**src/sv/navmesh_triangle_query_macros.svh**
```systemverilog
// assertion helpers for the triangle query block
`ifndef NAVMESH_TRIANGLE_QUERY_MACROS_SVH
`define NAVMESH_TRIANGLE_QUERY_MACROS_SVH

`ifndef SYNTHESIS
`define NVQ_ASSERT(label, clk, rst, prop) \
  label: assert property (@(posedge clk) disable iff (rst) prop) \
    else $error("nvq check failed");
`define NVQ_ASSERT_ALWAYS(label, clk, prop) \
  label: assert property (@(posedge clk) prop) \
    else $error("nvq check failed");
`else
`define NVQ_ASSERT(label, clk, rst, prop)
`define NVQ_ASSERT_ALWAYS(label, clk, prop)
`endif

`endif

```
**src/sv/nvq_fifo.sv**
```systemverilog
module nvq_fifo #(
  parameter int WIDTH = 8,
  parameter int DEPTH = 4
) (
  input  logic             clk,
  input  logic             rst,
  input  logic             push,
  input  logic [WIDTH-1:0] wdata,
  input  logic             pop,
  output logic [WIDTH-1:0] rdata,
  output logic             full,
  output logic             empty
);
  localparam int PTR_W = (DEPTH > 1) ? $clog2(DEPTH) : 1;
  localparam int CNT_W = $clog2(DEPTH + 1);

  logic [WIDTH-1:0] mem [DEPTH];
  logic [PTR_W-1:0] wr_ptr, rd_ptr;
  logic [CNT_W-1:0] count;

  assign full  = (count == CNT_W'(DEPTH));
  assign empty = (count == '0);
  assign rdata = mem[rd_ptr];

  always_ff @(posedge clk) begin
    if (rst) begin
      wr_ptr <= '0;
      rd_ptr <= '0;
      count  <= '0;
    end else begin
      if (push) begin
        wr_ptr <= (wr_ptr == PTR_W'(DEPTH - 1)) ? '0 : wr_ptr + PTR_W'(1);
      end
      if (pop) begin
        rd_ptr <= (rd_ptr == PTR_W'(DEPTH - 1)) ? '0 : rd_ptr + PTR_W'(1);
      end
      if (push && !pop) begin
        count <= count + CNT_W'(1);
      end else if (pop && !push) begin
        count <= count - CNT_W'(1);
      end
    end
  end

  always_ff @(posedge clk) begin
    if (push) begin
      mem[wr_ptr] <= wdata;
    end
  end

endmodule

```
**config.mk**
```make
export PLATFORM = sky130hd
export DESIGN_NAME = nvq_fifo
export DESIGN_NICKNAME = d
export VERILOG_FILES = /design/src/sv/navmesh_triangle_query_macros.svh /design/src/sv/nvq_fifo.sv
export SDC_FILE = /design/constraint.sdc
export NUM_CORES = 1
export LEC_CHECK = 0
export ABC_AREA = 1
export BUFFER_PORTS_ARGS = -buffer_cell sky130_fd_sc_hd__buf_2
export CAP_MARGIN = 10
export CORE_AREA = 3 3 64 66
export CTS_CLUSTER_SIZE = 8
export DETAILED_ROUTE_END_ITERATION = 16
export DIE_AREA = 0 0 67 69
export PLACE_DENSITY = 0.76
export RECOVER_POWER = 100
export SYNTH_ARGS = -nofsm -noshare
export SYNTH_HDL_FRONTEND = slang
export SYNTH_SLANG_ARGS = --single-unit
```
**constraint.sdc**
```tcl
create_clock -name clk -period 2 [get_ports clk]
set_input_delay 0.4 -clock clk [delete_from_list [all_inputs] [get_ports clk]]
set_output_delay 0.4 -clock clk [all_outputs]
set_load 0.01 [all_outputs]
```
==> run summary <==
====================================================================================================
Result of the run                                                                       complete, no violations
Maximum number of pins on one net before global-route repair                                      17
Number of cell rows                                                                               22
H-tree depth reported by CTS                                                                       2
Cell leakage power                                                                          0.713 nW
Least-Margin Pin Slew                                                                         389 ps
Critical path type                                                                           reg2out
CTS tree                                                                                         yes
Number of slew-limit violations in the final report                                                0
Initial drt markers                                                                               51
Clock-pin slew reported for the worst setup and hold paths after clock tree synthesis          70 ps
Arrival time at the worst endpoint                                                           1480 ps
Area taken by flip-flops and latches                                                       1140 um^2
Post-layout utilization of the core                                                            51.3%
Area of the multi-input gates                                                               428 um^2
Number of nets in the final layout                                                               181
Unrepaired setup endpoints after global routing                                                false
Warning count from the yosys run                                                                   0
Syn_area_per_cell                                                                          12.2 um^2
ANT cells                                                                                          0
DRT Wirelength                                                                               2800 um
Max Fanout on Critical Path                                                                        9
Hold Startpoint                                                                                  rst
DIE HEIGHT                                                                                     69 um
Required time of the critical path                                                           1600 ps
Slowest cell on the critical path                                                       sky130_fd_sc_hd__dfxtp_1
Max Clock Freq                                                                               533 MHz
Number of library cell types mapped by synthesis                                                  19
Cells resized by post-CTS repair                                                                   0
Cell family contributing the most delay on the critical path                            buffers and inverters
Global route total overflow                                                                        0
Final setup violation count                                                                        0
Initial cell density of the core                                                               45.5%
Minimum clock period                                                                         1880 ps
Count of buffer and inverter cells on the critical path                                            2
Wire length of the first global-routing pass                                                 4600 um
Share of the synthesized area in the top cell type                                             58.2%
Detailed-router iteration count before antenna repair                                              4
IO buf count                                                                                      21
Root cell of the clock tree                                                             sky130_fd_sc_hd__clkbuf_8
Number of instances in the synthesized netlist                                                   135
Max cap viols                                                                                      0
Number of buffers created by CTS                                                                   5
Cell taking the most area after synthesis                                               sky130_fd_sc_hd__edfxtp_1
Number of flops mapped to enable cells by yosys                                                   32
Finished Cell Area                                                                         1860 um^2
Total global-route track usage                                                                 13.5%
Net count after synthesis                                                                        154
Synth top cells by count                                                                32 x sky130_fd_sc_hd__edfxtp_1, 22 x sky130_fd_sc_hd__nor2_1, 15 x sky130_fd_sc_hd__inv_1, 15 x sky130_fd_sc_hd__o21ai_0, 9 x sky130_fd_sc_hd__dfxtp_1
Post-CTS Setup Repair Bufs                                                                         0
Max Root-Sink Buffers                                                                              2
Post-route antenna net violation count                                                             0
# fillers                                                                                        324
Hold buffers post-CTS                                                                              0
Skew final                                                                                   9.51 ps
Via count of the routed design                                                                  1044
Final cycle utilization of the critical path                                                   93.8%
Number of global-route vias before repair                                                       1067
Die span in x                                                                                  67 um
CTS Sinks                                                                                         41
Total power after layout                                                                   0.00169 W
Sequential area share after synthesis                                                          69.1%
HPWL reported at the end of detailed placement                                               1960 um
Number of register bits inferred by synthesis                                                     41
Critical-path cell list                                                                 inv_1 -> o21ai_0 -> o22ai_1 -> clkbuf_2
Worst setup EP type                                                                     primary output
Wire per inst                                                                                13.3 um
Core Region                                                                                3630 um^2
DR DRC count                                                                                       0
Via density per instance                                                                        4.95
Hold_ws                                                                                       324 ps
Relative area change from synthesis to final layout                                            12.8%
Number of antenna violations at the first check in global routing                                  0
Top_reg_cell synth                                                                      sky130_fd_sc_hd__edfxtp_1
Clock latency of the later-clocked register in the worst-skew pair                            280 ps
DIE AREA                                                                                   4620 um^2
Post-Synthesis Cell Area                                                                   1650 um^2
Startpoint class of the critical path                                                      flip-flop
Layout cell share with drive strength beyond 1                                                 10.4%
Share of flip-flops with an asynchronous set or reset                                             0%
IO Pins                                                                                           22
Relative slew slack                                                                            74.0%
Count leader, synth                                                                     sky130_fd_sc_hd__edfxtp_1
Count of final hold-check violations                                                               0
Synth area leaders                                                                      sky130_fd_sc_hd__edfxtp_1 58%, sky130_fd_sc_hd__dfxtp_1 11%, sky130_fd_sc_hd__nor2_1 5.0%, sky130_fd_sc_hd__ha_1 4.5%, sky130_fd_sc_hd__o21ai_0 4.5%
Placed instance area                                                                       1800 um^2
Sum of negative setup slack                                                                     0 ps
Maximum single-stage delay on the critical path                                               410 ps
Power density over the cells                                                             905 nW/um^2
Worst supply voltage drop on vdd                                                            0.349 mV
Final weighted congestion in routability-driven placement                                      0.731
Worst min-delay path category                                                                 in2reg
Origin of the critical flop-to-flop path                                                   wr_ptr[0]
====================================================================================================
==> state kept, by name, summed over array words and instances, names as in the netlist, named ones only <==
register and count:
count 3, rd_ptr 2, mem 32, wr_ptr 2
==> stage by stage <==
stage | worst slack, ps | instances
final | 123 | 211
after detailed placement | 294 | 203
after global placement | 407 | 203
after CTS | 109 | 211
after floorplan | 549 | 135
after global routing | 21.8 | 211
==> placed cells by master (no fill, tap or decap), drive strengths merged <==
cell    netlist  routed
clkinv        0       1
ha            6       6
clkbuf        0      25
edfxtp       32      32
nand3         1       1
nor2         24      24
nor3          4       4
fa            1       1
buf           2       4
xor2          1       1
a21oi         3       3
nand2         8       8
nand4         1       1
inv          16      16
o22ai         8       8
dfxtp         9       9
o21ai        19      19
==> layer usage <==
layer,wire length (um),share of wire (%),up-vias,global-route usage (%)
met5,0,0,-,0
met4,46,1.6,0,6.76
met3,184,6.6,5,5.05
met2,1450,52,36,23.3
met1,1120,40,481,14.0
li1,-,-,522,-
==> where the power goes <==
group          switching [W]  internal [W]  leakage, nW
Combinational       0.000131     0.0000728        0.302
Clock               0.000242      0.000244       0.0422
Sequential         0.0000308      0.000966        0.369
Total               0.000404       0.00128        0.713
==> layout make-up <==
class,count,share of cell area (%)
Inverter,16,3.22
Tap cell,48,3.22
Multi-Input combinational cell,76,23.0
Sequential cell,41,61.2
Clock buffer,7,4.10
Timing Repair Buffer,22,4.97
Clock inverter,1,0.269
==> logic make-up after synthesis <==
logic type | count (synthesis) | share of synthesized area, %
flip-flops | 41 | 69.1
AND/OR/NAND/NOR | 38 | 9.47
AO/OA/AOI/OAI | 30 | 10.2
buffers and inverters | 18 | 5.00
adder cells (fa/ha/maj) | 7 | 5.76
XOR/XNOR | 1 | 0.530
==> worst register-to-register path: stages, from the launching register on <==
cell                      delay (ps)
sky130_fd_sc_hd__dfxtp_1         400
sky130_fd_sc_hd__ha_1            190
sky130_fd_sc_hd__nand2_1          50
sky130_fd_sc_hd__inv_1           300
==> worst paths after layout <==
kind	endpoint	slack, ps	cells after the start
worst max register to register	mem[3][4]	710	3
worst max-delay path	rdata[1]	120	4
worst min-delay path	count[0]	320	2
worst min register to register	wr_ptr[1]	530	2
(Power assumes the default switching activity.)
